File: src/design/htcl_pkg.sv
// Shared types and constants for the Huffman total code length block.
// Used by htcl_cell, htcl_ctrl, huffman_total_code_length and its checker.
package htcl_pkg;

    // Set capacity and weight width
    localparam int MAX_SYMBOLS = 256;
    localparam int WEIGHT_BITS = 16;

    // Fixed field widths of the request channels
    localparam int SYM_WEIGHT_BITS = 16;
    localparam int TOTAL_BITS      = 40;
    localparam int SYM_COUNT_BITS  = 9;

    // Derived widths: a merged node holds up to MAX_SYMBOLS full weights
    localparam int NODE_BITS  = WEIGHT_BITS + $clog2(MAX_SYMBOLS);
    localparam int COUNT_BITS = $clog2(MAX_SYMBOLS + 1);
    localparam int ACC_BITS   = ((NODE_BITS > TOTAL_BITS) ? NODE_BITS : TOTAL_BITS) + 1;

    localparam logic [TOTAL_BITS-1:0] TOTAL_MAX = '1;

    typedef logic [NODE_BITS-1:0]  node_t;
    typedef logic [COUNT_BITS-1:0] count_t;

    typedef struct packed {
        logic [SYM_WEIGHT_BITS-1:0] symbol_weight;
        logic                       last_symbol;
    } sym_req_t;

    typedef struct packed {
        logic [TOTAL_BITS-1:0]     total_bits;
        logic [SYM_COUNT_BITS-1:0] symbol_count;
        logic                      overflow;
    } res_req_t;

    // Operation broadcast to every cell of the sorted chain
    typedef enum logic [1:0] {
        OP_HOLD   = 2'd0,
        OP_INSERT = 2'd1,
        OP_SHIFT  = 2'd2
    } cell_op_t;

    typedef struct packed {
        cell_op_t op;
        node_t    value;
    } chain_cmd_t;

    // What a cell hands to its right neighbor
    typedef struct packed {
        node_t value;
        logic  displaced;
    } cell_link_t;

endpackage

File: src/design/htcl_cell.sv
// One cell of the sorted weight chain: holds one weight, kept in ascending order.
// Depends on htcl_pkg for node, command and link types.
module htcl_cell (
    input  logic                clk,
    input  htcl_pkg::chain_cmd_t cmd,
    input  logic                occupied,
    input  htcl_pkg::cell_link_t left,
    input  htcl_pkg::node_t      right_value,
    output htcl_pkg::cell_link_t link
);

    htcl_pkg::node_t value_reg;
    htcl_pkg::node_t value_next;
    logic            displaced;

    // An empty cell counts as larger than any weight
    assign displaced = !occupied || (cmd.value < value_reg);

    // Insert takes the new weight or the left neighbor's; shift pulls from the right
    always_comb
    begin
        value_next = value_reg;
        unique case (cmd.op)
            htcl_pkg::OP_INSERT:
            begin
                if (displaced)
                begin
                    value_next = left.displaced ? left.value : cmd.value;
                end
            end
            htcl_pkg::OP_SHIFT:
            begin
                value_next = right_value;
            end
            default:
            begin
                value_next = value_reg;
            end
        endcase
    end

    always_ff @(posedge clk)
    begin
        value_reg <= value_next;
    end

    assign link.value     = value_reg;
    assign link.displaced = displaced;

endmodule

File: config.mk
export PLATFORM = sky130hd
export DESIGN_NAME = htcl_cell
export DESIGN_NICKNAME = d
export VERILOG_FILES = /design/src/design/htcl_pkg.sv /design/src/design/htcl_cell.sv
export SDC_FILE = /design/constraint.sdc
export NUM_CORES = 1
export LEC_CHECK = 0
export BUFFER_PORTS_ARGS = -buffer_cell sky130_fd_sc_hd__buf_2
export CAP_MARGIN = 20
export CORE_UTILIZATION = 45
export CTS_CLUSTER_SIZE = 20
export DETAILED_ROUTE_END_ITERATION = 10
export PLACE_DENSITY_LB_ADDON = 0.1
export SLEW_MARGIN = 10
export SYNTH_ARGS = -nofsm -noshare
export SYNTH_HDL_FRONTEND = slang
export SYNTH_SLANG_ARGS = --single-unit
File: constraint.sdc
create_clock -name clk -period 8.2 [get_ports clk]
set_input_delay 0.82 -clock clk [delete_from_list [all_inputs] [get_ports clk]]
set_output_delay 0.82 -clock clk [all_outputs]
set_load 0.005 [all_outputs]
==> results.ini <==
[floorplanning]
die_w_um = 66.11
rows = 22
start_util_pct = 48.68
io_pins = 102
die_h_um = 66.11
coreArea_mm2 = 0.003799
dieArea_mm2 = 0.004370

[timing]
rsz0062_at_grt = no
period_share_pct = 41.45
final-setup-viol-count = 0
layout_setup_ws_ns = 4.801
worst_pin_slew_ns = 0.9041
setup_tns_ns = 0
drv_slew = 0
whs_ns = 0.8260
fin_crit_ns = 3.399
hold_violations = 0
finalClockSkew_ns = 0.002283
maxSlewHeadroom_pct = 39.60
max_freq_ghz = 0.2942

[pwr]
power_density_mw_per_mm2 = 135.4
power_uw = 331.1
power_leakage_nw = 1.249
ir_drop_mv = 0.07983

[setup_path]
crit_path_start_kind = input port
critPathKind = input port to output port
required_ns = 7.38
worstSetupEndpointType = output port
worstPathMaxFanout = 3
cp.arrival_ns = 2.58

[clock_tree]
numClockSinks = 24
path_clk_slew_ns = 0.08
insertion_delay_ns = 0.26
htreeDepth = 1
cts-resized-gates = 0
cts_tree = done
postCtsSetupBuffers = 0
cts.path.max_buffers = 2
ctsHoldBuffers = 0
numCtsBuffers = 3
cts_root_buf = clkbuf_8

[yosys]
yosys.area_share.simple_pct = 11.23
synth_seq_cells = 24
avgSynthCellArea_um2 = 9.582
synth_area_leader_cell = edfxtp_1
synth_top_area_share_pct = 38.97
synth_compound_area_share_pct = 14.41
synthesis.instances = 193
yosys_warnings = 0
synthDistinctLibCells = 26
muxShareOfSynthArea_pct = 12.99
synth_top_family_by_area = adder cells
synth_nets = 293
synth-xor-area-share_pct = 0
netlist_area_mm2 = 0.001849
yosysSeqAreaShare_pct = 38.97
synth_adder_area_share_pct = 15.56
synth.area.top_cells = edfxtp_1 (39%), ha_1 (16%), mux2i_1 (13%)

[finish]
final_area_mm2 = 0.002446
layout_common_cells = buf_2 (101), nand2_1 (32), o21ai_0 (28), mux2i_1 (24), edfxtp_1 (24)
antenna_cells = 0
finish.utilization_pct = 64.39
final_common_cell = buf_2
drive_above_1_share_pct = 37.93
largest_reg_flops = 24
syn2layout_area_growth_pct = 32.27
fin_cells = 338
finalNetCount = 391

[global_route]
grt.total_usage_pct = 19.10
antenna_found_initial = 0
grt_pass1_vias = 1513
grt-ovfl-total = 0
grt_pass1_wl_um = 6313
grt_max_degree = 50

[drt]
drtIter0Drc = 34
dr.pass1.iters = 4
vias = 1691
drc_errors = 0
avgViaCountPerCell = 5.003
wire_per_inst_um = 11.87
drtAntennaViolNets = 0
wirelength_um = 4011

[job]
max_cap_viol_count = 0

[place]
dp_hpwl_um = 3238
io_buffers = 101
place_ws_ns = 4.721
placed_area_mm2 = 0.002401
routabilityCongestion = 0.7093
place_inst = 334

[outcome]
status = complete, no violations

[hold_path]
hold_path.class = input port to flop

==> area by class of cell <==
cell class | count | area, um^2
Clock buffer | 3 | 41.29
Clock inverter | 1 | 3.754
Fill cell | 350 | 1353
Inverter | 23 | 86.33
Multi-Input combinational cell | 137 | 1021
Sequential cell | 24 | 720.7
Tap cell | 48 | 60.06
Timing Repair Buffer | 102 | 513.0
==> layer usage <==
| layer | global-route usage [%] | wire length (um) |
|---|---|---|
| met1 | 22.71 | 1739 |
| met2 | 35.08 | 1996 |
| met3 | 2.931 | 242 |
| met4 | 5.585 | 34 |
| met5 | 0 | 0 |
==> worst max-delay path, cell delays in order <==
cell and delay, ns:
buf_2 0.11, ha_1 0.31, nand4_1 0.15, or3_1 0.43, o311ai_1 0.48, o31ai_1 0.13, buf_2 0.15
==> final timing paths <==
| path | startpoint | end | slack [ns] | cells past startpoint |
|---|---|---|---|---|
| max reg2reg | value_reg[1] | value_reg[8] | 5.31 | 7 |
| min | right_value[9] | value_reg[9] | 0.83 | 3 |
| min reg2reg | value_reg[23] | value_reg[3] | 1.22 | 5 |
| max | cmd[23] | link[0] | 4.80 | 7 |
==> cell families (layout without fill, tap and decap cells) <==
logic type               Yosys count  in the layout
buffers and inverters             32            129
flip-flops                        24             24
AO/OA/AOI/OAI                     43             43
AND/OR/NAND/NOR                   47             47
multiplexers                      24             24
adder cells (fa/ha/maj)           23             23
==> cells in the mapped netlist <==
cell and instances:
a2111oi_4 1, a211oi_1 1, a21oi_1 8, a31o_2 1, buf_2 2, buf_4 1, clkbuf_1 6, edfxtp_1 24
ha_1 23, inv_1 23, mux2i_1 24, nand2_1 32, nand2b_1 2, nand2b_4 1, nand3_1 1, nand4_1 2
nor2_1 4, nor2b_1 1, nor3_1 2, nor4_1 1, o21ai_0 28, o311a_1 1, o311ai_1 1, o31ai_1 1
o41ai_2 1, or3_1 1
==> power by group <==
| part | internal (mW) | switching [mW] |
|---|---|---|
| registers | 0.153 | 0.00591 |
| clock network | 0.0334 | 0.0362 |
| logic | 0.0502 | 0.0526 |
| total | 0.236 | 0.0947 |
(Power assumes the default switching activity.)
