--- src/design/htcl_pkg.sv ---
// Shared types and constants for the Huffman total code length block.
// Used by htcl_cell, htcl_ctrl, huffman_total_code_length and its checker.
package htcl_pkg;

    // Set capacity and weight width
    localparam int MAX_SYMBOLS = 256;
    localparam int WEIGHT_BITS = 16;

    // Fixed field widths of the request channels
    localparam int SYM_WEIGHT_BITS = 16;
    localparam int TOTAL_BITS      = 40;
    localparam int SYM_COUNT_BITS  = 9;

    // Derived widths: a merged node holds up to MAX_SYMBOLS full weights
    localparam int NODE_BITS  = WEIGHT_BITS + $clog2(MAX_SYMBOLS);
    localparam int COUNT_BITS = $clog2(MAX_SYMBOLS + 1);
    localparam int ACC_BITS   = ((NODE_BITS > TOTAL_BITS) ? NODE_BITS : TOTAL_BITS) + 1;

    localparam logic [TOTAL_BITS-1:0] TOTAL_MAX = '1;

    typedef logic [NODE_BITS-1:0]  node_t;
    typedef logic [COUNT_BITS-1:0] count_t;

    typedef struct packed {
        logic [SYM_WEIGHT_BITS-1:0] symbol_weight;
        logic                       last_symbol;
    } sym_req_t;

    typedef struct packed {
        logic [TOTAL_BITS-1:0]     total_bits;
        logic [SYM_COUNT_BITS-1:0] symbol_count;
        logic                      overflow;
    } res_req_t;

    // Operation broadcast to every cell of the sorted chain
    typedef enum logic [1:0] {
        OP_HOLD   = 2'd0,
        OP_INSERT = 2'd1,
        OP_SHIFT  = 2'd2
    } cell_op_t;

    typedef struct packed {
        cell_op_t op;
        node_t    value;
    } chain_cmd_t;

    // What a cell hands to its right neighbor
    typedef struct packed {
        node_t value;
        logic  displaced;
    } cell_link_t;

endpackage

--- src/design/htcl_ctrl.sv ---
// Sequencer: loads weights, runs the pop-pop-push merge loop, holds the result.
// Depends on htcl_pkg; drives the cell chain through a chain_cmd_t.
module htcl_ctrl (
    input  logic                 clk,
    input  logic                 rst_n,
    input  logic                 sym_valid,
    output logic                 sym_ready,
    input  htcl_pkg::sym_req_t   sym,
    output logic                 res_valid,
    input  logic                 res_ready,
    output htcl_pkg::res_req_t   res,
    input  htcl_pkg::node_t      head_value,
    output htcl_pkg::count_t     count,
    output htcl_pkg::chain_cmd_t cmd
);

    typedef enum logic [4:0] {
        S_LOAD  = 5'b00001,
        S_POP_A = 5'b00010,
        S_POP_B = 5'b00100,
        S_PUSH  = 5'b01000,
        S_DONE  = 5'b10000
    } state_t;

    state_t                           state_reg, state_next;
    htcl_pkg::count_t                 count_reg, count_next;
    htcl_pkg::count_t                 accepted_reg, accepted_next;
    logic [htcl_pkg::TOTAL_BITS-1:0]  total_reg, total_next;
    logic                             dropped_reg, dropped_next;
    htcl_pkg::node_t                  first_reg, first_next;
    htcl_pkg::node_t                  merged_reg, merged_next;
    logic                             res_valid_reg, res_valid_next;
    htcl_pkg::res_req_t               res_reg, res_next;
    logic [htcl_pkg::ACC_BITS-1:0]    total_sum;
    logic                             has_room;
    logic                             sym_fire;

    assign has_room  = (count_reg < htcl_pkg::count_t'(htcl_pkg::MAX_SYMBOLS));
    assign sym_ready = (state_reg == S_LOAD);
    assign sym_fire  = sym_valid && sym_ready;
    assign total_sum = htcl_pkg::ACC_BITS'(total_reg) + htcl_pkg::ACC_BITS'(merged_reg);

    // Sequence the load and merge phases
    always_comb
    begin
        state_next     = state_reg;
        count_next     = count_reg;
        accepted_next  = accepted_reg;
        total_next     = total_reg;
        dropped_next   = dropped_reg;
        first_next     = first_reg;
        merged_next    = merged_reg;
        res_valid_next = res_valid_reg;
        res_next       = res_reg;
        cmd.op         = htcl_pkg::OP_HOLD;
        cmd.value      = merged_reg;

        if (res_valid_reg && res_ready)
        begin
            res_valid_next = 1'b0;
        end

        unique case (state_reg)
            S_LOAD:
            begin
                cmd.value = htcl_pkg::node_t'(sym.symbol_weight[htcl_pkg::WEIGHT_BITS-1:0]);
                if (sym_fire)
                begin
                    if (has_room)
                    begin
                        cmd.op     = htcl_pkg::OP_INSERT;
                        count_next = count_reg + 1'b1;
                    end
                    else
                    begin
                        dropped_next = 1'b1;
                    end
                    if (sym.last_symbol)
                    begin
                        accepted_next = has_room ? count_reg + 1'b1 : count_reg;
                        state_next    = S_POP_A;
                    end
                end
            end
            S_POP_A:
            begin
                if (count_reg > htcl_pkg::count_t'(1))
                begin
                    cmd.op     = htcl_pkg::OP_SHIFT;
                    first_next = head_value;
                    count_next = count_reg - 1'b1;
                    state_next = S_POP_B;
                end
                else
                begin
                    state_next = S_DONE;
                end
            end
            S_POP_B:
            begin
                cmd.op      = htcl_pkg::OP_SHIFT;
                merged_next = first_reg + head_value;
                count_next  = count_reg - 1'b1;
                state_next  = S_PUSH;
            end
            S_PUSH:
            begin
                cmd.op     = htcl_pkg::OP_INSERT;
                count_next = count_reg + 1'b1;
                if (total_sum > htcl_pkg::ACC_BITS'(htcl_pkg::TOTAL_MAX))
                begin
                    total_next = htcl_pkg::TOTAL_MAX;
                end
                else
                begin
                    total_next = total_sum[htcl_pkg::TOTAL_BITS-1:0];
                end
                state_next = S_POP_A;
            end
            S_DONE:
            begin
                // Wait for the output slot, then start a new set
                if (!res_valid_reg || res_ready)
                begin
                    res_valid_next        = 1'b1;
                    res_next.total_bits   = total_reg;
                    res_next.symbol_count = htcl_pkg::SYM_COUNT_BITS'(accepted_reg);
                    res_next.overflow     = dropped_reg;
                    count_next            = '0;
                    total_next            = '0;
                    dropped_next          = 1'b0;
                    state_next            = S_LOAD;
                end
            end
            default:
            begin
                state_next = S_LOAD;
            end
        endcase
    end

    // Control state
    always_ff @(posedge clk or negedge rst_n)
    begin
        if (!rst_n)
        begin
            state_reg     <= S_LOAD;
            count_reg     <= '0;
            total_reg     <= '0;
            dropped_reg   <= 1'b0;
            res_valid_reg <= 1'b0;
        end
        else
        begin
            state_reg     <= state_next;
            count_reg     <= count_next;
            total_reg     <= total_next;
            dropped_reg   <= dropped_next;
            res_valid_reg <= res_valid_next;
        end
    end

    // Payload registers
    always_ff @(posedge clk)
    begin
        accepted_reg <= accepted_next;
        first_reg    <= first_next;
        merged_reg   <= merged_next;
        res_reg      <= res_next;
    end

    assign count     = count_reg;
    assign res_valid = res_valid_reg;
    assign res       = res_reg;

endmodule

--- config.mk ---
export PLATFORM = sky130hd
export DESIGN_NAME = htcl_ctrl
export DESIGN_NICKNAME = d
export VERILOG_FILES = /design/src/design/htcl_pkg.sv /design/src/design/htcl_ctrl.sv
export SDC_FILE = /design/constraint.sdc
export NUM_CORES = 1
export LEC_CHECK = 0
export ABC_AREA = 0
export BUFFER_PORTS_ARGS = -buffer_cell sky130_fd_sc_hd__buf_2
export CORE_ASPECT_RATIO = 1.25
export CORE_MARGIN = 5
export CORE_UTILIZATION = 58
export DETAILED_ROUTE_END_ITERATION = 8
export MAX_ROUTING_LAYER = met4
export PLACE_DENSITY = 0.81
export SYNTH_ARGS = -nofsm -noshare
export SYNTH_HDL_FRONTEND = slang
export SYNTH_SLANG_ARGS = --single-unit
export TNS_END_PERCENT = 20
--- constraint.sdc ---
create_clock -name clk -period 5 [get_ports clk]
set_input_delay 0.5 -clock clk [delete_from_list [all_inputs] [get_ports clk]]
set_output_delay 0.5 -clock clk [all_outputs]
set_load 0.02 [all_outputs]
==> impl_metrics.ini <==
[critical_path]
worstSetupPathType = reg2reg
critPathCaptureType = flip-flop
arrival_ns = 4.06
required_ns = 5.33
crit_fanout = 18
cp-start-kind = flip-flop

[logic_synthesis]
ys_types = 68
async_flop_share_pct = 34.4
netlist_area_um2 = 8740
ys_warn_count = 0
synth_edf_count = 107
ys_seq_area_share_pct = 52.8
syn_area_per_cell_um2 = 10.6
synth_seq_cells = 163
syn_inst = 822
synth_ff_type = edfxtp_1
syn-num-nets = 920

[routing]
drt_first_pass_iters = 5
wl_per_cell_um = 16.8
drt_wl_total_um = 19200
drtIter0Drc = 603
ant_nets = 0
drcViolationCount = 0
vias_per_cell = 5.93
vias = 6790

[sta]
final-setup-viol-count = 0
rsz0062_at_grt = false
worstMarginPinSlew_ns = 1.13
fmax_mhz = 268
min_period_over_period_pct = 74.6
hold_viol_final = 0
slew_headroom_pct = 24.0
tns_ns = 0
final_max_slew_viol_count = 0
finClkSkew_ns = 0.00799
fin_crit_ns = 3.73

[global_routing]
antenna_found_initial = 0
grt_usage_pct = 23.0
grt_pass1_vias = 6422
grt_pass1_wl_um = 31700
grt.overflow.total = 0
grt_max_degree = 64

[power_and_ir_drop]
p_leak_nw = 4.26
p_per_area_nw_per_um2 = 502
peakVddDrop_uv = 236

[place]
place_congestion = 0.901
dp.final_hpwl_um = 13700
io_buffers = 131
placed_area_um2 = 9580

[die]
fp.coreArea_um2 = 14900
initial_core_util_pct = 58.7
io_pins = 132
die-area_um2 = 17600
die_h_um = 147
num_rows = 50
die_w_um = 120

[hold_path]
min_path_type = in2async

[outcome]
status = complete, no violations

[finish]
final_nets = 1048
fin_area_um2 = 10100
layout-drive-gt1-share_pct = 19.7
largest_reg_flops = 50
mostFrequentLayoutCells = 131 x buf_2, 107 x edfxtp_1, 101 x nand2_1, 60 x a21oi_1
final_common_cell = buf_2
syn2layout_area_growth_pct = 16.0
antennaDiodeCount = 0

[flow_run]
cap_viol_max_count = 0

[clock_network]
cts.repair.resized = 0
clock-root-buffer = clkbuf_16
cts_tree = done
cts.sinks = 163
cts_hold_buf = 0
cts_setup_buffers = 0
cts_buffer_depth = 2
cts_made_buffers = 17
clk_latency_ns = 0.43
path_clk_slew_ns = 0.07
cts-htree-levels = 4
==> kinds of logic (layout without fill, tap and decap cells) <==
| group | count (synthesis) | in the layout | share of synthesized area [%] |
|---|---|---|---|
| AOI/OAI and AO/OA | 216 | 216 | 16.3 |
| xor gates and xnor gates | 51 | 51 | 5.11 |
| adders and majority gates | 53 | 53 | 7.76 |
| buffers and inverters | 58 | 199 | 2.62 |
| DFF | 163 | 163 | 52.8 |
| muxes | 2 | 2 | 0.243 |
| and+or+nand+nor | 279 | 279 | 15.1 |
==> final cells by class <==
cell class,count,area (um^2)
Inverter,28,105
Clock buffer,19,433
Clock inverter,13,125
Fill cell,1163,4760
Multi-Input combinational cell,601,3910
Sequential cell,163,4620
Tap cell,182,228
Timing Repair Buffer,139,716
==> worst paths after layout <==
| kind | slack, ns | to | start | cells past startpoint |
|---|---|---|---|---|
| worst max register to register | 1.27 | total_reg[35] | total_reg[0] | 12 |
| worst max-delay path | 1.27 | total_reg[35] | total_reg[0] | 12 |
| max in group asynchronous | 4.29 | total_reg[30] | rst_n | 2 |
| worst min-delay path | 0.21 | count[2] | rst_n | 2 |
| min in group clk | 0.26 | first_reg[14] | head_value[14] | 1 |
| worst min register to register | 0.42 | res[6] | accepted_reg[5] | 0 |
==> synthesized netlist by cell type, types with 3 or more instances <==
| master | n | area share [%] |
|---|---|---|
| nor4_1 | 7 | 0.50 |
| a221oi_1 | 4 | 0.40 |
| nor3_1 | 17 | 0.97 |
| or3_1 | 3 | 0.21 |
| buf_2 | 3 | 0.17 |
| nand2_1 | 101 | 4.3 |
| o211a_1 | 3 | 0.34 |
| nor2_1 | 55 | 2.4 |
| xor2_1 | 21 | 2.1 |
| nand4_1 | 6 | 0.43 |
| a221o_1 | 5 | 0.57 |
| o21a_1 | 11 | 0.95 |
| and2_1 | 13 | 0.93 |
| nand2b_1 | 11 | 0.79 |
| a311oi_1 | 5 | 0.50 |
| xnor2_1 | 30 | 3.0 |
| a31oi_1 | 22 | 1.6 |
| or2_2 | 4 | 0.29 |
| ha_1 | 51 | 7.3 |
| o211ai_1 | 6 | 0.52 |
| dfrtp_1 | 55 | 16 |
| a22o_1 | 3 | 0.30 |
| o21ai_0 | 39 | 2.2 |
| a21oi_1 | 60 | 3.4 |
| nand3_1 | 33 | 1.9 |
| inv_1 | 28 | 1.2 |
| edfxtp_1 | 107 | 37 |
| and3_1 | 13 | 0.93 |
| o31ai_1 | 3 | 0.26 |
| nor4bb_1 | 3 | 0.34 |
| clkbuf_1 | 25 | 1.1 |
| a211oi_1 | 6 | 0.52 |
| o21bai_1 | 5 | 0.43 |
| o21ai_1 | 6 | 0.34 |
| a21o_1 | 13 | 1.1 |
| nor2b_1 | 5 | 0.36 |
==> metrics by stage <==
step / hold WS (ns) / cells / total power [mW] / util (%) / worst slack [ns]
finish: 0.207 / 1145 / 5.09 / 68.1 / 1.27
detailed placement: 0.405 / 1113 / 3.84 / 64.3 / 1.33
global route: 0.241 / 1145 / 5.42 / 68.1 / 0.992
CTS: 0.236 / 1145 / 5.09 / 68.1 / 1.30
global placement: 0.401 / 1113 / 3.80 / 64.3 / 1.46
floorplan: 0.204 / 822 / 3.34 / - / 1.51
==> layer usage <==
metal,wire [um],track usage [%],share of wire [%]
met3,1190,4.85,6.2
met5,0,-,0
met4,281,7.22,1.5
met1,8450,30.5,44
met2,9270,35.9,48
==> power by group <==
part / internal (mW) / switching (mW)
combinational: 0.776 / 1.16
clock: 0.691 / 0.546
sequential: 1.68 / 0.229
total: 3.15 / 1.94
==> critical path, stage by stage (launching register included) <==
cell and delay, ns:
dfrtp_1 0.37, ha_1 0.20, inv_1 0.06, fa_1 0.39, nand2b_1 0.18, a211oi_1 0.31, o21ai_0 0.26, o211ai_1 0.22
a221o_1 0.24, a311o_1 0.22, and3_1 0.68, nor2_1 0.18, a311oi_1 0.32
(Power assumes the default switching activity.)
